--- config.mk ---
export PLATFORM = sky130hd
export DESIGN_NAME = laser_spot_centroid_tracker_top
export DESIGN_NICKNAME = d
export VERILOG_FILES = /design/src/rtl/lsct_pkg.sv /design/src/rtl/laser_spot_centroid_tracker_top.sv /design/src/rtl/lsct_front.sv /design/src/rtl/lsct_fifo.sv /design/src/rtl/lsct_back.sv
export VERILOG_INCLUDE_DIRS = /design/src /design/src/rtl
export SDC_FILE = /design/constraint.sdc
export NUM_CORES = 1
export LEC_CHECK = 0
export BUFFER_PORTS_ARGS = -buffer_cell sky130_fd_sc_hd__buf_2
export CORE_ASPECT_RATIO = 1.4
export CORE_MARGIN = 4
export CORE_UTILIZATION = 41
export CTS_CLUSTER_SIZE = 25
export DETAILED_ROUTE_END_ITERATION = 12
export GPL_ROUTABILITY_DRIVEN = 0
export PLACE_DENSITY_LB_ADDON = 0.1
export SKIP_CTS_REPAIR_TIMING = 1
export SLEW_MARGIN = 0
export SYNTH_ARGS = -nofsm -noshare
export SYNTH_HDL_FRONTEND = slang
export SYNTH_SLANG_ARGS = --single-unit
--- constraint.sdc ---
create_clock -name clk -period 24.3 [get_ports clk]
set_clock_uncertainty 0.15 [all_clocks]
set_input_delay 7.29 -clock clk [delete_from_list [all_inputs] [get_ports clk]]
set_output_delay 7.29 -clock clk [all_outputs]
set_load 0.01 [all_outputs]
--- src/rtl/laser_spot_centroid_tracker_top_assert.svh ---
// Assertion macros used by the laser spot tracker top level.
// Each macro checks an implication on the rising clock edge, with the check
// held off while the asynchronous reset is asserted.
`ifndef LASER_SPOT_CENTROID_TRACKER_TOP_ASSERT_SVH
`define LASER_SPOT_CENTROID_TRACKER_TOP_ASSERT_SVH

// Same-cycle implication.
`define LSCT_ASSERT_NOW(label, clk, rst_n, ante, cons) \
    label: assert property (@(posedge clk) disable iff (!rst_n) (ante) |-> (cons)) \
        else $error("lsct assertion failed");

// Next-cycle implication.
`define LSCT_ASSERT_NEXT(label, clk, rst_n, ante, cons) \
    label: assert property (@(posedge clk) disable iff (!rst_n) (ante) |=> (cons)) \
        else $error("lsct assertion failed");

`endif

--- src/rtl/lsct_pkg.sv ---
`default_nettype none
// ----------------------------------------------------------------------------
// lsct_pkg: shared types and constants of the laser spot tracker
// Beat payloads, the frame record passed from front to back, and the
// configuration register indexes.
// ----------------------------------------------------------------------------
package lsct_pkg;

    localparam int CFG_DATA_W  = 21;
    localparam int CFG_INDEX_W = 3;
    localparam int SUM_W       = 32;
    localparam int COUNT_W     = 21;
    localparam int GPIX_W      = 24;
    localparam int GFRM_W      = 16;
    localparam int COORD_W     = 10;

    localparam logic [COUNT_W-1:0] COUNT_MAX = '1;
    localparam logic [GPIX_W-1:0]  GPIX_MAX  = '1;
    localparam logic [GFRM_W-1:0]  GFRM_MAX  = '1;
    localparam logic [7:0]         RUN_MAX   = '1;

    // Reset values of the configuration registers.
    localparam logic [7:0]         GREEN_THRESHOLD_RST = 8'd90;
    localparam logic [COUNT_W-1:0] MIN_SPOT_RST        = 21'd5;
    localparam logic [7:0]         GAP_FRAMES_RST      = 8'd5;
    localparam logic [7:0]         STARTUP_FRAMES_RST  = 8'd5;
    localparam logic [10:0]        WINDOW_END_RST      = 11'd1024;

    typedef enum logic [CFG_INDEX_W-1:0] {
        REG_GREEN_THRESHOLD  = 3'd0,
        REG_MIN_SPOT_PIXELS  = 3'd1,
        REG_GAP_FRAMES       = 3'd2,
        REG_STARTUP_FRAMES   = 3'd3,
        REG_WINDOW_COL_FIRST = 3'd4,
        REG_WINDOW_COL_END   = 3'd5,
        REG_WINDOW_ROW_FIRST = 3'd6,
        REG_WINDOW_ROW_END   = 3'd7
    } cfg_index_t;

    typedef struct packed {
        logic [7:0]         green;
        logic [COORD_W-1:0] column;
        logic [COORD_W-1:0] line;
        logic               frame_last;
    } pixel_t;

    typedef struct packed {
        logic [COORD_W-1:0] centroid_x;
        logic [COORD_W-1:0] centroid_y;
        logic [COUNT_W-1:0] spot_pixels;
        logic               spot_found;
        logic               gesture_done;
        logic [GPIX_W-1:0]  gesture_pixels;
        logic [GFRM_W-1:0]  gesture_frames;
    } result_t;

    // One finished frame, waiting for its centroid division.
    typedef struct packed {
        logic [SUM_W-1:0]   col_sum;
        logic [SUM_W-1:0]   row_sum;
        logic [COUNT_W-1:0] pix_count;
        logic               spot_found;
        logic               div_en;
        logic               gesture_done;
        logic [GPIX_W-1:0]  gesture_pixels;
        logic [GFRM_W-1:0]  gesture_frames;
    } frame_rec_t;

endpackage
`default_nettype wire

--- src/rtl/laser_spot_centroid_tracker_top.sv ---
`default_nettype none
// ----------------------------------------------------------------------------
// laser_spot_centroid_tracker_top: laser spot centroid and gesture tracker
// Finds the mean position of bright pixels in each difference frame and
// reports frame and gesture summaries.
// ----------------------------------------------------------------------------
// Usage:
// Pixels arrive in raster order on the in_valid/in_ready channel, one beat
// per pixel, with frame_last set on the final pixel of a frame. The block
// takes one pixel beat every cycle; in_ready drops only while both frame
// record slots of the internal queue are occupied.
// Each processed frame end yields exactly one result beat on the
// out_valid/out_ready channel; other pixels, and every pixel of the frames
// skipped after reset, yield none. For each frame record the back end loads
// the record, runs ten steps of the shared restoring divider that forms both
// coordinates, and loads the result register. Frames that arrive faster than
// the back end finishes them are absorbed by the two-entry queue and then
// stall the pixel channel. A result beat waits in its output register while
// out_ready is low; the divider still works through the next record and the
// front keeps taking pixels until the queue is full.
// Reset clears all sums, counters and gesture state and restores the register
// defaults; configuration is written through cfg_we/cfg_index/cfg_data.
// ----------------------------------------------------------------------------
`include "laser_spot_centroid_tracker_top_assert.svh"

module laser_spot_centroid_tracker_top
    import lsct_pkg::*;
#(
    parameter int MAX_COLUMNS = 1024,
    parameter int MAX_ROWS    = 1024
) (
    input  wire logic                   clk,
    input  wire logic                   rst_n,
    input  wire logic                   cfg_we,
    input  wire logic [CFG_INDEX_W-1:0] cfg_index,
    input  wire logic [CFG_DATA_W-1:0]  cfg_data,
    input  wire logic                   in_valid,
    output logic                        in_ready,
    input  wire pixel_t                 in_data,
    output logic                        out_valid,
    input  wire logic                   out_ready,
    output result_t                     out_data
);

    logic       rec_push;
    logic       rec_full;
    logic       rec_pop;
    logic       rec_valid;
    frame_rec_t push_rec;
    frame_rec_t pop_rec;

    // Front end: window and threshold test, sums, gesture segmentation.
    lsct_front #(
        .MAX_COLUMNS (MAX_COLUMNS),
        .MAX_ROWS    (MAX_ROWS)
    ) u_front (
        .clk       (clk),
        .rst_n     (rst_n),
        .cfg_we    (cfg_we),
        .cfg_index (cfg_index),
        .cfg_data  (cfg_data),
        .in_valid  (in_valid),
        .in_ready  (in_ready),
        .in_data   (in_data),
        .rec_push  (rec_push),
        .rec_data  (push_rec),
        .rec_full  (rec_full)
    );

    // Frame records waiting for division.
    lsct_fifo u_fifo (
        .clk       (clk),
        .rst_n     (rst_n),
        .push      (rec_push),
        .push_data (push_rec),
        .full      (rec_full),
        .pop       (rec_pop),
        .not_empty (rec_valid),
        .pop_data  (pop_rec)
    );

    // Back end: centroid division and the result register.
    lsct_back u_back (
        .clk       (clk),
        .rst_n     (rst_n),
        .rec_valid (rec_valid),
        .rec_data  (pop_rec),
        .rec_pop   (rec_pop),
        .out_valid (out_valid),
        .out_ready (out_ready),
        .out_data  (out_data)
    );

    // The queue is never written while full and never read while empty.
    `LSCT_ASSERT_NOW(a_no_overflow, clk, rst_n, rec_push, !rec_full)
    `LSCT_ASSERT_NOW(a_no_underflow, clk, rst_n, rec_pop, rec_valid)
    // A frame without a spot reports a zero centroid.
    `LSCT_ASSERT_NOW(a_zero_centroid, clk, rst_n, out_valid && !out_data.spot_found,
        out_data.centroid_x == '0 && out_data.centroid_y == '0)
    // Gesture totals are reported only with a finished gesture.
    `LSCT_ASSERT_NOW(a_gesture_totals, clk, rst_n, out_valid && !out_data.gesture_done,
        out_data.gesture_pixels == '0 && out_data.gesture_frames == '0)
    // A spot frame can never close a gesture.
    `LSCT_ASSERT_NOW(a_found_not_done, clk, rst_n, out_valid && out_data.spot_found,
        !out_data.gesture_done)

endmodule
`default_nettype wire

--- src/rtl/lsct_front.sv ---
`default_nettype none
// ----------------------------------------------------------------------------
// lsct_front: pixel classification, accumulation and gesture tracking
// Holds the configuration registers, sums bright pixels of the current frame
// and emits one frame record at each processed frame end.
// ----------------------------------------------------------------------------
module lsct_front
    import lsct_pkg::*;
#(
    parameter int MAX_COLUMNS = 1024,
    parameter int MAX_ROWS    = 1024
) (
    input  wire logic                   clk,
    input  wire logic                   rst_n,
    input  wire logic                   cfg_we,
    input  wire logic [CFG_INDEX_W-1:0] cfg_index,
    input  wire logic [CFG_DATA_W-1:0]  cfg_data,
    input  wire logic                   in_valid,
    output logic                        in_ready,
    input  wire pixel_t                 in_data,
    output logic                        rec_push,
    output frame_rec_t                  rec_data,
    input  wire logic                   rec_full
);

    logic [7:0]         green_threshold_reg;
    logic [COUNT_W-1:0] min_spot_reg;
    logic [7:0]         gap_frames_reg;
    logic [7:0]         startup_frames_reg;
    logic [9:0]         col_first_reg;
    logic [10:0]        col_end_reg;
    logic [9:0]         row_first_reg;
    logic [10:0]        row_end_reg;

    logic [SUM_W-1:0]   col_sum_reg, col_sum_next;
    logic [SUM_W-1:0]   row_sum_reg, row_sum_next;
    logic [COUNT_W-1:0] count_reg, count_next;
    logic [7:0]         startup_cnt_reg, startup_cnt_next;
    logic [7:0]         empty_run_reg, empty_run_next;
    logic               seen_reg, seen_next;
    logic [GPIX_W-1:0]  gpix_reg, gpix_next;
    logic [GFRM_W-1:0]  gfrm_reg, gfrm_next;

    logic               accept, in_startup, bright;
    logic [SUM_W-1:0]   col_sum_cur, row_sum_cur;
    logic [COUNT_W-1:0] count_cur;
    logic               found, gesture_end;
    logic [GPIX_W:0]    gpix_sum;
    logic [GPIX_W-1:0]  gpix_sat;
    logic [GFRM_W-1:0]  gfrm_inc;
    logic [7:0]         run_inc;

    always_ff @(posedge clk or negedge rst_n)
    begin
        if (!rst_n)
        begin
            green_threshold_reg <= GREEN_THRESHOLD_RST;
            min_spot_reg        <= MIN_SPOT_RST;
            gap_frames_reg      <= GAP_FRAMES_RST;
            startup_frames_reg  <= STARTUP_FRAMES_RST;
            col_first_reg       <= '0;
            col_end_reg         <= WINDOW_END_RST;
            row_first_reg       <= '0;
            row_end_reg         <= WINDOW_END_RST;
        end
        else if (cfg_we)
        begin
            unique case (cfg_index_t'(cfg_index))
                REG_GREEN_THRESHOLD:  green_threshold_reg <= cfg_data[7:0];
                REG_MIN_SPOT_PIXELS:  min_spot_reg        <= cfg_data;
                REG_GAP_FRAMES:       gap_frames_reg      <= cfg_data[7:0];
                REG_STARTUP_FRAMES:   startup_frames_reg  <= cfg_data[7:0];
                REG_WINDOW_COL_FIRST: col_first_reg       <= cfg_data[9:0];
                REG_WINDOW_COL_END:   col_end_reg         <= cfg_data[10:0];
                REG_WINDOW_ROW_FIRST: row_first_reg       <= cfg_data[9:0];
                REG_WINDOW_ROW_END:   row_end_reg         <= cfg_data[10:0];
                default: ;
            endcase
        end
    end

    assign in_ready   = !rec_full;
    assign accept     = in_valid && in_ready;
    assign in_startup = startup_cnt_reg < startup_frames_reg;

    always_comb
    begin
        bright = (in_data.column >= col_first_reg)
              && ({1'b0, in_data.column} < col_end_reg)
              && (in_data.line >= row_first_reg)
              && ({1'b0, in_data.line} < row_end_reg)
              && (32'(in_data.column) < 32'(MAX_COLUMNS))
              && (32'(in_data.line) < 32'(MAX_ROWS))
              && (in_data.green >= green_threshold_reg)
              && (count_reg != COUNT_MAX);

        col_sum_cur = bright ? col_sum_reg + SUM_W'(in_data.column) : col_sum_reg;
        row_sum_cur = bright ? row_sum_reg + SUM_W'(in_data.line) : row_sum_reg;
        count_cur   = bright ? count_reg + 1'b1 : count_reg;

        found    = count_cur >= min_spot_reg;
        gpix_sum = {1'b0, gpix_reg} + (GPIX_W + 1)'(count_cur);
        gpix_sat = gpix_sum[GPIX_W] ? GPIX_MAX : gpix_sum[GPIX_W-1:0];
        gfrm_inc = (gfrm_reg != GFRM_MAX) ? gfrm_reg + 1'b1 : gfrm_reg;
        run_inc  = (empty_run_reg != RUN_MAX) ? empty_run_reg + 1'b1 : empty_run_reg;
        gesture_end = !found && (run_inc >= gap_frames_reg) && seen_reg;

        col_sum_next     = col_sum_reg;
        row_sum_next     = row_sum_reg;
        count_next       = count_reg;
        startup_cnt_next = startup_cnt_reg;
        empty_run_next   = empty_run_reg;
        seen_next        = seen_reg;
        gpix_next        = gpix_reg;
        gfrm_next        = gfrm_reg;
        rec_push         = 1'b0;

        if (accept)
        begin
            if (in_startup)
            begin
                if (in_data.frame_last && startup_cnt_reg != RUN_MAX)
                begin
                    startup_cnt_next = startup_cnt_reg + 1'b1;
                end
            end
            else if (!in_data.frame_last)
            begin
                col_sum_next = col_sum_cur;
                row_sum_next = row_sum_cur;
                count_next   = count_cur;
            end
            else
            begin
                rec_push     = 1'b1;
                col_sum_next = '0;
                row_sum_next = '0;
                count_next   = '0;
                if (found)
                begin
                    gpix_next      = gpix_sat;
                    gfrm_next      = gfrm_inc;
                    seen_next      = 1'b1;
                    empty_run_next = '0;
                end
                else if (gesture_end)
                begin
                    seen_next      = 1'b0;
                    empty_run_next = '0;
                    gpix_next      = '0;
                    gfrm_next      = '0;
                end
                else
                begin
                    empty_run_next = run_inc;
                end
            end
        end

        rec_data.col_sum        = col_sum_cur;
        rec_data.row_sum        = row_sum_cur;
        rec_data.pix_count      = count_cur;
        rec_data.spot_found     = found;
        rec_data.div_en         = found && (count_cur != '0);
        rec_data.gesture_done   = gesture_end;
        rec_data.gesture_pixels = gesture_end ? gpix_reg : '0;
        rec_data.gesture_frames = gesture_end ? gfrm_reg : '0;
    end

    always_ff @(posedge clk or negedge rst_n)
    begin
        if (!rst_n)
        begin
            col_sum_reg     <= '0;
            row_sum_reg     <= '0;
            count_reg       <= '0;
            startup_cnt_reg <= '0;
            empty_run_reg   <= '0;
            seen_reg        <= 1'b0;
            gpix_reg        <= '0;
            gfrm_reg        <= '0;
        end
        else
        begin
            col_sum_reg     <= col_sum_next;
            row_sum_reg     <= row_sum_next;
            count_reg       <= count_next;
            startup_cnt_reg <= startup_cnt_next;
            empty_run_reg   <= empty_run_next;
            seen_reg        <= seen_next;
            gpix_reg        <= gpix_next;
            gfrm_reg        <= gfrm_next;
        end
    end

endmodule
`default_nettype wire

--- src/rtl/lsct_fifo.sv ---
`default_nettype none
// ----------------------------------------------------------------------------
// lsct_fifo: two-entry queue of frame records
// Decouples the pixel front end from the centroid divider.
// ----------------------------------------------------------------------------
module lsct_fifo
    import lsct_pkg::*;
(
    input  wire logic       clk,
    input  wire logic       rst_n,
    input  wire logic       push,
    input  wire frame_rec_t push_data,
    output logic            full,
    input  wire logic       pop,
    output logic            not_empty,
    output frame_rec_t      pop_data
);

    localparam int DEPTH = 2;
    localparam int PTR_W = $clog2(DEPTH);

    frame_rec_t         entries_reg [DEPTH];
    logic [PTR_W-1:0]   wr_ptr_reg, wr_ptr_next;
    logic [PTR_W-1:0]   rd_ptr_reg, rd_ptr_next;
    logic [PTR_W:0]     fill_reg, fill_next;

    assign full      = fill_reg == (PTR_W + 1)'(DEPTH);
    assign not_empty = fill_reg != '0;
    assign pop_data  = entries_reg[rd_ptr_reg];

    always_comb
    begin
        wr_ptr_next = push ? wr_ptr_reg + 1'b1 : wr_ptr_reg;
        rd_ptr_next = pop ? rd_ptr_reg + 1'b1 : rd_ptr_reg;
        fill_next   = fill_reg + (PTR_W + 1)'(push) - (PTR_W + 1)'(pop);
    end

    always_ff @(posedge clk)
    begin
        if (push)
        begin
            entries_reg[wr_ptr_reg] <= push_data;
        end
    end

    always_ff @(posedge clk or negedge rst_n)
    begin
        if (!rst_n)
        begin
            wr_ptr_reg <= '0;
            rd_ptr_reg <= '0;
            fill_reg   <= '0;
        end
        else
        begin
            wr_ptr_reg <= wr_ptr_next;
            rd_ptr_reg <= rd_ptr_next;
            fill_reg   <= fill_next;
        end
    end

endmodule
`default_nettype wire

--- src/rtl/lsct_back.sv ---
`default_nettype none
// ----------------------------------------------------------------------------
// lsct_back: centroid divider and result register
// Divides both coordinate sums by the pixel count, one quotient bit per
// cycle for each axis, and holds the result beat until it is taken.
// ----------------------------------------------------------------------------
module lsct_back
    import lsct_pkg::*;
(
    input  wire logic       clk,
    input  wire logic       rst_n,
    input  wire logic       rec_valid,
    input  wire frame_rec_t rec_data,
    output logic            rec_pop,
    output logic            out_valid,
    input  wire logic       out_ready,
    output result_t         out_data
);

    typedef enum logic [2:0] {
        ST_IDLE = 3'b001,
        ST_DIV  = 3'b010,
        ST_SEND = 3'b100
    } back_state_t;

    localparam logic [3:0] LAST_STEP = 4'(COORD_W - 1);

    back_state_t        state_reg, state_next;
    logic [3:0]         step_reg, step_next;
    frame_rec_t         rec_reg, rec_next;
    logic [SUM_W-1:0]   rem_x_reg, rem_x_next;
    logic [SUM_W-1:0]   rem_y_reg, rem_y_next;
    logic [COORD_W-1:0] qx_reg, qx_next;
    logic [COORD_W-1:0] qy_reg, qy_next;
    logic               out_valid_reg, out_valid_next;
    result_t            out_data_reg, out_data_next;

    logic [SUM_W-1:0]   divisor_sh;
    logic               bit_x, bit_y;

    assign out_valid = out_valid_reg;
    assign out_data  = out_data_reg;

    always_comb
    begin
        divisor_sh = SUM_W'(rec_reg.pix_count) << step_reg;
        bit_x      = rem_x_reg >= divisor_sh;
        bit_y      = rem_y_reg >= divisor_sh;

        state_next     = state_reg;
        step_next      = step_reg;
        rec_next       = rec_reg;
        rem_x_next     = rem_x_reg;
        rem_y_next     = rem_y_reg;
        qx_next        = qx_reg;
        qy_next        = qy_reg;
        out_data_next  = out_data_reg;
        out_valid_next = out_valid_reg && !out_ready;
        rec_pop        = 1'b0;

        unique case (state_reg)
            ST_IDLE:
            begin
                if (rec_valid)
                begin
                    rec_pop    = 1'b1;
                    rec_next   = rec_data;
                    rem_x_next = rec_data.col_sum;
                    rem_y_next = rec_data.row_sum;
                    qx_next    = '0;
                    qy_next    = '0;
                    step_next  = LAST_STEP;
                    state_next = ST_DIV;
                end
            end
            ST_DIV:
            begin
                rem_x_next = bit_x ? rem_x_reg - divisor_sh : rem_x_reg;
                rem_y_next = bit_y ? rem_y_reg - divisor_sh : rem_y_reg;
                qx_next    = {qx_reg[COORD_W-2:0], bit_x};
                qy_next    = {qy_reg[COORD_W-2:0], bit_y};
                step_next  = step_reg - 1'b1;
                if (step_reg == '0)
                begin
                    state_next = ST_SEND;
                end
            end
            ST_SEND:
            begin
                if (!out_valid_reg || out_ready)
                begin
                    out_valid_next               = 1'b1;
                    out_data_next.centroid_x     = rec_reg.div_en ? qx_reg : '0;
                    out_data_next.centroid_y     = rec_reg.div_en ? qy_reg : '0;
                    out_data_next.spot_pixels    = rec_reg.pix_count;
                    out_data_next.spot_found     = rec_reg.spot_found;
                    out_data_next.gesture_done   = rec_reg.gesture_done;
                    out_data_next.gesture_pixels = rec_reg.gesture_pixels;
                    out_data_next.gesture_frames = rec_reg.gesture_frames;
                    state_next                   = ST_IDLE;
                end
            end
            default:
            begin
                state_next = ST_IDLE;
            end
        endcase
    end

    always_ff @(posedge clk or negedge rst_n)
    begin
        if (!rst_n)
        begin
            state_reg     <= ST_IDLE;
            step_reg      <= '0;
            out_valid_reg <= 1'b0;
        end
        else
        begin
            state_reg     <= state_next;
            step_reg      <= step_next;
            out_valid_reg <= out_valid_next;
        end
    end

    always_ff @(posedge clk)
    begin
        rec_reg      <= rec_next;
        rem_x_reg    <= rem_x_next;
        rem_y_reg    <= rem_y_next;
        qx_reg       <= qx_next;
        qy_reg       <= qy_next;
        out_data_reg <= out_data_next;
    end

endmodule
`default_nettype wire

# ---- Word-level counts from Yosys, hierarchy flattened
# Memories as Yosys holds them, arrays and structs flattened.
# Index checks and enable logic that the tools add are counted.
dict set report totals {
  out_inout_bits 85
  mem_count 1
  in_bits 58
  ff_bits 472
  ramBits 256
}
# name words width rd rd_clocked_by_memory_dff write_ports line_no
set mem_list {}
lappend mem_list {u_fifo.entries_reg 2 128 1 0 1 lsct_fifo.sv:22} ;# frame_rec_t entries_reg [DEPTH];
dict set report classes {
  muxes 43
  bitwise 1
  n_lt_le_gt_ge 10
  addsub 14
  n_reduce_logical 41
  shift 1
  n_eq_ne 21
}
# cell n
set op_table {}
lappend op_table {{32-bit 2-to-1 mux} 8}
lappend op_table {{32-bit one-hot mux with 2 select lines} 2}
lappend op_table {{24-bit 2-to-1 mux} 4}
lappend op_table {{32-bit by 10-bit adder with 32-bit output} 2}
lappend op_table {{32-bit greater-or-equal comparator} 2}
lappend op_table {{16-bit 2-to-1 mux} 4}
lappend op_table {{32-bit subtractor} 2}
lappend op_table {{21-bit 2-to-1 mux} 2}
lappend op_table {{10-bit one-hot mux with 2 select lines} 2}
lappend op_table {{21-bit by 4-bit << shifter with 32-bit output} 1}
lappend op_table {{24-bit by 21-bit adder with 25-bit output} 1}
lappend op_table {{8-bit 2-to-1 mux} 3}
lappend op_table {{2-bit AND reduction} 12}
lappend op_table {{10-bit by 11-bit < comparator with 1-bit output} 2}
lappend op_table {{21-bit by 1-bit adder with 21-bit output, second input constant} 1}
lappend op_table {{21-bit greater-or-equal comparator} 1}
lappend op_table {{21-bit != test, second input constant} 1}
lappend op_table {{21-bit nonzero test} 1}
lappend op_table {{10-bit greater-or-equal comparator} 2}
lappend op_table {{16-bit by 1-bit adder with 16-bit output, second input constant} 1}
lappend op_table {{8-bit by 1-bit adder with 8-bit output, second input constant} 2}
lappend op_table {{8-bit greater-or-equal comparator} 2}
lappend op_table {{16-bit != test, second input constant} 1}
lappend op_table {{8-bit != test, second input constant} 2}
lappend op_table {{other kinds (27)} 70}

# ---- Logic depth before layout (Yosys ltp)
# Gate-level depths: netlist (run 1).
dict set report depth {
  word_depth 13
  ltp_mapped 27
  ltp_nobuf 23
}

# ---- Cells and area by module
# A second synthesis (run 1) with hierarchy kept.
dict set report hier_totals {
  cells_unflattened 3332
  hier_area_um2 37862.6
}
# mod cells_per_inst instances area_each_um2 seq_area_each_um2
set modules_own_cells {}
lappend modules_own_cells {lsct_front 1761 1 15476.1 5745.5}
lappend modules_own_cells {lsct_back 1158 1 12907.4 7138.1}
lappend modules_own_cells {lsct_fifo 413 1 9479.1 7787.5}

# ---- Least setup slack after synthesis (run 1)
# Ideal clock, no wire load.
dict set report synth_path {
  path_kind {input-to-reg}
  from {in in_valid}
  to {mem u_fifo.entries_reg[0][0] (netlist bit), enable pin}
  t_arrival_ns 13.368
  required_ns 23.533
  slack_ns 10.164
  cell_stages 5
  cell_sequence {nand3_1 -> nor3_1 -> inv_1 -> clkbuf_1 -> nor2_1}
}
dict set report synth_between {
  elab_chain_len 4
}
# item line_no
set synth_rtl {}
lappend synth_rtl {{start, declared} laser_spot_centroid_tracker_top.sv:37} ;# input wire logic in_valid,
lappend synth_rtl {{1-bit logical AND} lsct_front.sv:83} ;# assign accept = in_valid && in_ready;
lappend synth_rtl {{1-bit 2-to-1 mux} lsct_front.sv:118} ;# if (accept)
lappend synth_rtl {{1-bit 2-to-1 mux} lsct_fifo.sv:40} ;# if (push)
lappend synth_rtl {{1-bit 2-to-1 mux (implied by the code)} lsct_fifo.sv:42} ;# entries_reg[wr_ptr_reg] <= push_data;
lappend synth_rtl {{end, declared} lsct_fifo.sv:22}
# Every way passes these cells.

==> results of run 1 <==
[synthesized netlist by cell type (all sizes together), types with 13 or more instances]
master,instances
mux2i,107
nor3,49
dfrtp,228
nor4,15
and2,47
clkbuf,111
dfstp,13
nor2,159
o21ai,255
o21a,26
a31oi,17
a22o,33
a211oi,30
a21o,69
ha,194
and3,80
xor2,61
buf,28
o22ai,15
o21bai,17
nand4,32
nand2b,23
o31ai,28
a21oi,151
xnor2,98
nor2b,35
inv,135
nand2,323
nand3,65
or3,18
mux2,122
edfxtp,487
[power groups by stage]
stage,Combinational [mW],Clock [mW],Sequential (mW)
2_1_floorplan,1.50,0,1.70
3_3_place_gp,1.98,0,1.75
3_5_place_dp,2.00,0,1.76
4_1_cts,2.02,1.20,1.74
5_1_grt,2.22,1.25,1.76
6_report,2.02,1.16,1.73
[kinds of logic after synthesis]
family	Yosys count
mux	238
flops	728
simple gates	906
xor+xnor	159
buf+inv	276
fa+ha+maj	199
compound gates	708
[worst max path at each step]
stage / from / end / cells after the start
after CTS: in_data[21] / u_front.gfrm_reg[8] / 22
after floorplan: in_valid / u_fifo.entries_reg[0][0] / 5
after global placement: in_data[21] / u_front.gfrm_reg[6] / 22
after detailed placement: in_data[21] / u_front.gfrm_reg[8] / 22
final: in_data[21] / u_front.gfrm_reg[8] / 24
after global routing: in_data[21] / u_front.gfrm_reg[8] / 22
[layout make-up]
| cell class | count | area share |
|---|---|---|
| clock inverter | 40 | 0.00764 |
| sequential | 728 | 0.497 |
| inverter | 137 | 0.0124 |
| antenna | 3 | 0.000180 |
| timing repair buffer | 173 | 0.0238 |
| clock buffer | 104 | 0.0512 |
| tap | 1188 | 0.0357 |
| multi-input combinational | 2210 | 0.372 |
[per-layer routing]
layer | GRT usage | vias up
met5 | 0 | -
met3 | 0.0259 | 156
met4 | 0.0637 | 2
li1 | - | 12000
met2 | 0.372 | 476
met1 | 0.235 | 12400
[through the flow]
step           power (mW)  hold slack (ps)  worst slack, ps  instance area, um^2  cells
5_1_grt              5.23              272            10620                41600   4581
3_5_place_dp         3.76              255            10440                39200   4436
4_1_cts              4.96              267            11080                41600   4580
3_3_place_gp         3.73              252            10600                39200   4436
2_1_floorplan        3.20              250            10160                37100   3214
6_report             4.91              266            11160                41600   4583
==> impl_metrics.json, run 1 <==
{
  "outcome": "completed",
  "yosys_register_bits": 728,
  "yosys_warnings": 0,
  "grt_setup_unrepaired": "no",
  "critical_path_buf_inv_count": 3,
  "whs_endpoint": "u_back.out_data[36]",
  "drv.max_cap_violation_count": 0,
  "mostFrequentLayoutCell": "edfxtp_1",
  "worstSkewPairLatency_ps": 630,
  "drive_above_1_share": 0.139,
  "power_frac_seq": 0.353,
  "number_of_instances_on_the_worst_hold_path": 0,
  "row_count": 130,
  "final_report_max_slew_violation_count": 0,
  "post-synth-top-area-fraction": 0.394,
  "port_buffers": 142,
  "syn_avg_cell_area_um2": 11.6,
  "worst_path_max_delay_cell": "or4b_2",
  "startpoint_type": "input pin",
  "crit_top_cell": "a21o_1",
  "timing.max_slew.rel_slack": 0.170,
  "post_syn_nets": 3471,
  "fin_util": 0.464,
  "reg2reg_from": "u_front.green_threshold_reg[1]",
  "netlist_instances": 3214,
  "cts_htree_levels": 3,
  "setup-tns-final_ps": 0,
  "topRoutingLayerUsed": "met5",
  "arrival_ps": 13530,
  "final_hold_viol_count": 0,
  "gr-usage-all-layers": 0.198,
  "cts_root_buffer": "clkbuf_16",
  "sequential_cell_area_um2": 20700,
  "die_span_in_x_um": 262,
  "number_of_antenna_violating_nets_in_the_routed_design": 0,
  "crit_family": "compound AO/OA/AOI/OAI gates",
  "dp_hpwl_um": 66900,
  "setup_viol": 0,
  "area_delta_synth_final_pct": 12.1,
  "largest_register_ff_count": 256,
  "depth_of_the_worst_register_to_register_path": 22,
  "worst-path-max-fanout": 44,
  "final_critical_path_share_of_the_clock_period": 0.541,
  "initial_utilization": 0.414,
  "leakage_nw": 17.2,
  "power_per_cell_area_nw_per_um2": 118,
  "tritoncts_clock_tree": "done",
  "synthDistinctLibCells": 78,
  "synth-compound-area-share": 0.119,
  "first_pass_iters": 5,
  "synth_top_cell_by_area": "edfxtp_1",
  "num_io_pins": 143,
  "grt_pass1_vias": 25600,
  "hold_path_class": "flip-flop to flip-flop",
  "n_fill_cell": 8197,
  "drt_wl_total_um": 96800,
  "chipHeight_um": 364,
  "number_of_drc_violations_after_detailed_routing_iteration_0": 1524,
  "p_sw_mw": 1.87,
  "core_um2": 89800,
  "multi_input_comb_area_um2": 15500,
  "clockBufferDepth": 3,
  "met2_wirelength_um": 51000,
  "cp_data_required_time_ps": 24690,
  "final_cell_mix": "edfxtp_1 (487), nand2_1 (322), o21ai_0 (251)",
  "share_of_the_yosys_chip_area_belonging_to_registers": 0.557,
  "post-route-min-period_ps": 13140,
  "cp-end-kind": "flip-flop",
  "met3_length_um": 3210,
  "synthesized_area_fraction_occupied_by_adder_cells": 0.0681,
  "worst_ir_drop_on_vdd_uv": 90.8,
  "finish.net_count": 3584,
  "timing.critical_path.slowest_cell_delay_ps": 650,
  "design.die.area_um2": 95500,
  "worstMarginPinSlew_ps": 1250,
  "p_int_mw": 3.05,
  "setup.worst_path.class": "input pin to flip-flop",
  "vias": 25000,
  "drt-vias-per-instance": 5.47,
  "postSynth.asyncResetShare": 0.331,
  "yosys-mux-area-fraction": 0.0713,
  "synth_simple_gate_area_share": 0.120,
  "cts.sink_count": 728,
  "hold_start": "u_back.rec_reg[36]",
  "power.share.combinational": 0.410,
  "wire_length_of_the_first_global_routing_pass_um": 150000,
  "synth_area_um2": 37100,
  "crit-reg2reg-capture": "u_front.gfrm_reg[8]",
  "synth_enable_flop_cells": 487,
  "cts_inserted_buffers": 77,
  "dominant_combinational_cell_family_by_area_after_synthesis": "simple AND/OR/NAND/NOR gates",
  "worst_setup_hold_path_clk_slew_ps": 60,
  "grt_start_max_net_pins": 144,
  "synth_flop_cell": "edfxtp_1",
  "overflow": 0,
  "ys_top_cells_by_area": "edfxtp_1 (39%), dfrtp_1 (15%), ha_1 (6.5%)",
  "route.detailed.wl_per_inst_um": 21.1,
  "xor_xnor_cell_area_share_of_the_yosys_netlist": 0.0375,
  "antenna_found_initial": 3,
  "met1_length_um": 39800,
  "dr_drc_count": 0,
  "swShare": 0.380,
  "timing.reg2reg.setup_slack_ps": 17480,
  "max_freq_ghz": 0.0761,
  "share_clk_of_total_power": 0.237,
  "timing.critical_path.cells": "buf_2, inv_1, ha_1, nand2b_1, a21o_1, a211oi_1, o31ai_1, o211ai_1, or3_4, nor2_1, nand3_1, xnor2_1, ha_1, a21o_1, a21o_1, a21o_1, a21o_1, a21oi_1, o311ai_1, o21ai_2, buf_4, nor2_1, or4b_2, a21oi_1"
}
(Power assumes the default switching activity.)
==> inputs of run 2 (changes only) <==
Clock period 24.3 ns to 13 ns, I/O delays scaled along.
==> run 2 against run 1 <==
Against the previous run: core utilization is 0.19 points higher; via count is 0.32% higher; cell count hardly changed; clock-buffer cell count is 4 higher; die area stayed put; register-to-register slack worse by 12000 ps; sequential share of layout area is 0.20 points lower; clock power is 97% higher; non-clock buffer count is 2 higher; first-iteration DRC count is 4.4% lower; combinational power is 87% higher; critical path type unchanged.
==> impl_metrics.json, run 2 (synthesized netlist as in run 1, its figures left out) <==
{
  "route.detailed.wl_per_inst_um": 21.0,
  "port_buffers": 142,
  "startpoint_type": "input pin",
  "finalInstanceArea_um2": 41800,
  "grt_pass1_vias": 25700,
  "clockBufferDepth": 3,
  "cts_root_buffer": "clkbuf_16",
  "num_io_pins": 143,
  "setup_viol": 0,
  "largest_register_ff_count": 256,
  "final_critical_path_share_of_the_clock_period": 0.775,
  "first_pass_iters": 6,
  "dr_drc_count": 0,
  "hold_start": "u_back.rec_reg[40]",
  "grt_start_max_net_pins": 133,
  "finish.net_count": 3586,
  "number_of_drc_violations_after_detailed_routing_iteration_0": 1457,
  "tritoncts_clock_tree": "done",
  "chipHeight_um": 364,
  "post-route-min-period_ps": 10080,
  "area_delta_synth_final_pct": 12.5,
  "max_freq_ghz": 0.0992,
  "worstSkewPairLatency_ps": 640,
  "cts.sink_count": 728,
  "cp_data_required_time_ps": 13360,
  "drt_wl_total_um": 96500,
  "drv.max_cap_violation_count": 0,
  "worst-path-max-fanout": 45,
  "die_span_in_x_um": 262,
  "cts_htree_levels": 3,
  "vias": 25100,
  "wire_length_of_the_first_global_routing_pass_um": 150000,
  "cp-startpoint": "in_data[21]",
  "final_hold_viol_count": 0,
  "number_of_antenna_violating_nets_in_the_routed_design": 0,
  "drt-vias-per-instance": 5.48,
  "initial_utilization": 0.414,
  "setup.worst_path.class": "input pin to flip-flop",
  "timing.max_slew.rel_slack": 0.220,
  "fin_util": 0.465,
  "final_report_max_slew_violation_count": 0,
  "hold_path_class": "flip-flop to flip-flop",
  "design.die.area_um2": 95500,
  "row_count": 130,
  "worstMarginPinSlew_ps": 1170,
  "drive_above_1_share": 0.142,
  "gr-usage-all-layers": 0.198,
  "final_cell_mix": "edfxtp_1 (487), nand2_1 (322), o21ai_0 (251)",
  "overflow": 0,
  "grt_setup_unrepaired": "no",
  "cp-end-kind": "flip-flop",
  "setup-tns-final_ps": 0,
  "core_um2": 89800,
  "dp_hpwl_um": 67600,
  "post_dp_cell_area_um2": 39200,
  "reg2reg_from": "u_front.green_threshold_reg[1]",
  "arrival_ps": 10440,
  "antenna_found_initial": 3,
  "outcome": "completed",
  "cts_inserted_buffers": 77,
  "worst_setup_hold_path_clk_slew_ps": 60,
  "worst_ir_drop_on_vdd_uv": 137,
  "mostFrequentLayoutCell": "edfxtp_1",
  "power_per_cell_area_nw_per_um2": 223,
  "leakage_nw": 17.3
}
==> run 2: power breakdown <==
part	internal (mW)	total (mW)	switching [mW]
clock	1.33	2.28	0.952
combinational	1.45	3.77	2.32
sequential	3.01	3.25	0.246
total	5.78	9.30	3.51
==> run 2: worst max-delay path, stage by stage <==
cell       delay [ps]
buf_2              70
inv_1              30
ha_1              250
nand2b_1          110
a21o_1            110
a211oi_1           60
o31ai_1           490
o211ai_1          310
or3_4             480
nor2_1            680
nand3_1           190
xnor2_1           540
ha_1              360
a21o_1            160
a21o_1            170
a21o_1            160
a21o_1            170
a21oi_1           170
o311ai_1          170
o21ai_2           160
buf_4             400
inv_2             210
o2111ai_1         780
or4_1             220
a21oi_1            70
==> run 2: metal layers <==
layer	vias to the layer above	global-route usage	wire length (um)
met2	437	0.366	50500
met4	2	0.0757	3370
met3	169	0.0234	2880
met5	-	0	8
li1	12100	-	-
met1	12500	0.237	39700
==> run 2: worst paths after layout <==
path	to	slack, ps	cells after the start
worst max-delay path	u_front.gfrm_reg[15]	2920	25
worst min-delay path	u_back.out_data[40]	270	0
worst max register to register	u_front.gfrm_reg[15]	5850	23
worst min register to register	u_back.out_data[40]	270	0
max in group asynchronous	u_fifo.rd_ptr_reg	8030	2
min in group asynchronous	u_front.green_threshold_reg[0]	3240	1
==> run 2: final cells by class <==
class / instances / area, um^2
Fill cell: 8243 / 48000
Sequential cell: 728 / 20700
Multi-Input combinational cell: 2210 / 15500
Clock buffer: 108 / 2180
Tap cell: 1188 / 1490
Timing Repair Buffer: 175 / 993
Inverter: 137 / 514
Clock inverter: 36 / 439
Antenna cell: 2 / 5.00
==> run 2: metrics by stage <==
step	power, mW	std cells	hold slack, ps	worst slack, ps
2_1_floorplan	5.98	3214	250	1060
3_3_place_gp	6.99	4438	253	2370
3_5_place_dp	7.05	4438	255	2200
4_1_cts	9.39	4582	272	2910
5_1_grt	9.89	4583	274	2260
6_report	9.30	4584	269	2920
==> inputs of run 3 (changes only) <==
Clock period 13 ns to 8.6 ns, I/O delays scaled along.
==> run 3 against run 2 <==
Against the previous run: clock power increased by 46%; via count up 0.77%; critical path depth down 1; global-route usage is 0.27 points higher; die area did not move; largest cell class unchanged; highest routed layer unchanged.
==> impl_metrics.json, run 3 (synthesized netlist as in run 1, its figures left out) <==
{
  "outcome": "completed",
  "final_hold_viol_count": 0,
  "vias": 25300,
  "max_freq_ghz": 0.129,
  "drt_wl_total_um": 98200,
  "critical_path_buf_inv_count": 3,
  "cts.sink_count": 728,
  "worstSkewPairLatency_ps": 640,
  "sequential_cell_area_um2": 20700,
  "fin_util": 0.466,
  "first_pass_iters": 6,
  "leakage_nw": 17.3,
  "num_io_pins": 143,
  "worstMarginPinSlew_ps": 1140,
  "fin_total_pwr_mw": 14.0,
  "whs_endpoint": "u_back.out_data[23]",
  "power_per_cell_area_nw_per_um2": 334,
  "initial_utilization": 0.414,
  "core_um2": 89800,
  "arrival_ps": 8160,
  "finish.net_count": 3604,
  "antenna_found_initial": 2,
  "worst-path-max-fanout": 19,
  "grt_setup_unrepaired": "no",
  "final_critical_path_share_of_the_clock_period": 0.899,
  "depth_of_the_worst_register_to_register_path": 17,
  "port_buffers": 142,
  "drv.max_cap_violation_count": 0,
  "grt_start_max_net_pins": 154,
  "row_count": 130,
  "cts_inserted_buffers": 76,
  "tritoncts_clock_tree": "done",
  "clockBufferDepth": 3,
  "grt_pass1_vias": 25500,
  "number_of_antenna_violating_nets_in_the_routed_design": 0,
  "crit_family": "compound AO/OA/AOI/OAI gates",
  "hold_start": "u_back.rec_reg[23]",
  "final_cell_mix": "edfxtp_1 (487), nand2_1 (322), o21ai_0 (252)",
  "timing.critical_path.cells": "buf_2, inv_1, ha_1, nand2b_1, a21o_1, a211oi_1, o31ai_1, o211ai_1, or3_4, nor2_1, nand2_1, xnor2_1, ha_1, a21o_1, a21oi_1, o21ai_0, o211ai_1, o31ai_1, a31oi_1, nand2b_1, a211oi_1, buf_4, o21ai_0, nand2_1",
  "dp_hpwl_um": 68900,
  "overflow": 0,
  "mostFrequentLayoutCell": "edfxtp_1",
  "number_of_instances_on_the_worst_hold_path": 0,
  "crit-reg2reg-capture": "u_back.rem_y_reg[2]",
  "gr-usage-all-layers": 0.201,
  "timing.critical_path.slowest_cell_delay_ps": 530,
  "drt-vias-per-instance": 5.50,
  "cts_htree_levels": 3,
  "worst_path_max_delay_cell": "xnor2_1",
  "cp_data_required_time_ps": 9030,
  "final_report_max_slew_violation_count": 0,
  "finalInstanceArea_um2": 41800,
  "dr_drc_count": 0,
  "worst_ir_drop_on_vdd_uv": 194,
  "design.die.area_um2": 95500,
  "reg2reg_from": "u_back.step_reg[1]",
  "number_of_drc_violations_after_detailed_routing_iteration_0": 1568,
  "die_span_in_x_um": 262,
  "worst_setup_hold_path_clk_slew_ps": 60,
  "setup-tns-final_ps": 0,
  "chipHeight_um": 364,
  "largest_register_ff_count": 256,
  "route.detailed.wl_per_inst_um": 21.3,
  "multi_input_comb_area_um2": 15500,
  "area_delta_synth_final_pct": 12.6,
  "hold_path_class": "flip-flop to flip-flop",
  "post-route-min-period_ps": 7740,
  "cp-end-kind": "flip-flop",
  "timing.reg2reg.setup_slack_ps": 2220,
  "timing.max_slew.rel_slack": 0.230,
  "setup_viol": 0,
  "post_dp_cell_area_um2": 39300,
  "wire_length_of_the_first_global_routing_pass_um": 151000,
  "startpoint_type": "input pin",
  "cts_root_buffer": "clkbuf_16",
  "n_fill_cell": 8165,
  "setup.worst_path.class": "input pin to flip-flop",
  "drive_above_1_share": 0.144
}
-- run 3: per-layer routing --
metal  vias up  share of wire  GRT usage
li1      12100              -          -
met1     12500           0.41      0.244
met2       566           0.52      0.367
met3       175          0.034     0.0232
met4         2          0.034     0.0751
met5         -       0.000071          0
-- run 3: per-stage QoR --
step                std cells  setup WS, ps  hold slack (ps)
floorplan                3214           228              250
global placement         4457           374              252
detailed placement       4457           231              255
CTS                      4599           911              267
global route             4599           512              273
finish                   4600           865              268
-- run 3: worst max-delay path by stage --
stage	slack, ps	cells past startpoint	from	to
finish	860	24	in_data[21]	u_front.gpix_reg[16]
global route	510	24	in_data[21]	u_front.gpix_reg[18]
CTS	910	24	in_data[21]	u_front.gpix_reg[16]
detailed placement	230	24	in_data[21]	u_front.gpix_reg[16]
global placement	370	22	in_data[21]	u_front.gpix_reg[23]
floorplan	230	3	u_back.state_reg[0]	u_back.rem_y_reg[0]
-- run 3: worst register-to-register path: cells and delay by family (launching register included) --
kind,cells,cell delay (ps)
DFF,1,730
buffers and inverters,2,790
AOI/OAI and AO/OA,13,3520
muxes,1,370
adders and majority gates,1,390
-- run 3: layout make-up --
cell class | instances | area share
inverters | 137 | 0.0123
flip-flops and latches | 728 | 0.495
well taps | 1188 | 0.0356
clock buffers | 98 | 0.0482
multi-input cells | 2210 | 0.371
clock inverters | 44 | 0.0113
repair buffers | 194 | 0.0275
diodes | 1 | 0.0000599
-- run 3: power breakdown --
| part | internal (mW) | total (mW) | switching, mW |
|---|---|---|---|
| Sequential | 4.55 | 4.90 | 0.349 |
| Combinational | 2.22 | 5.76 | 3.54 |
| Clock | 1.89 | 3.33 | 1.44 |
| Total | 8.65 | 14.0 | 5.33 |
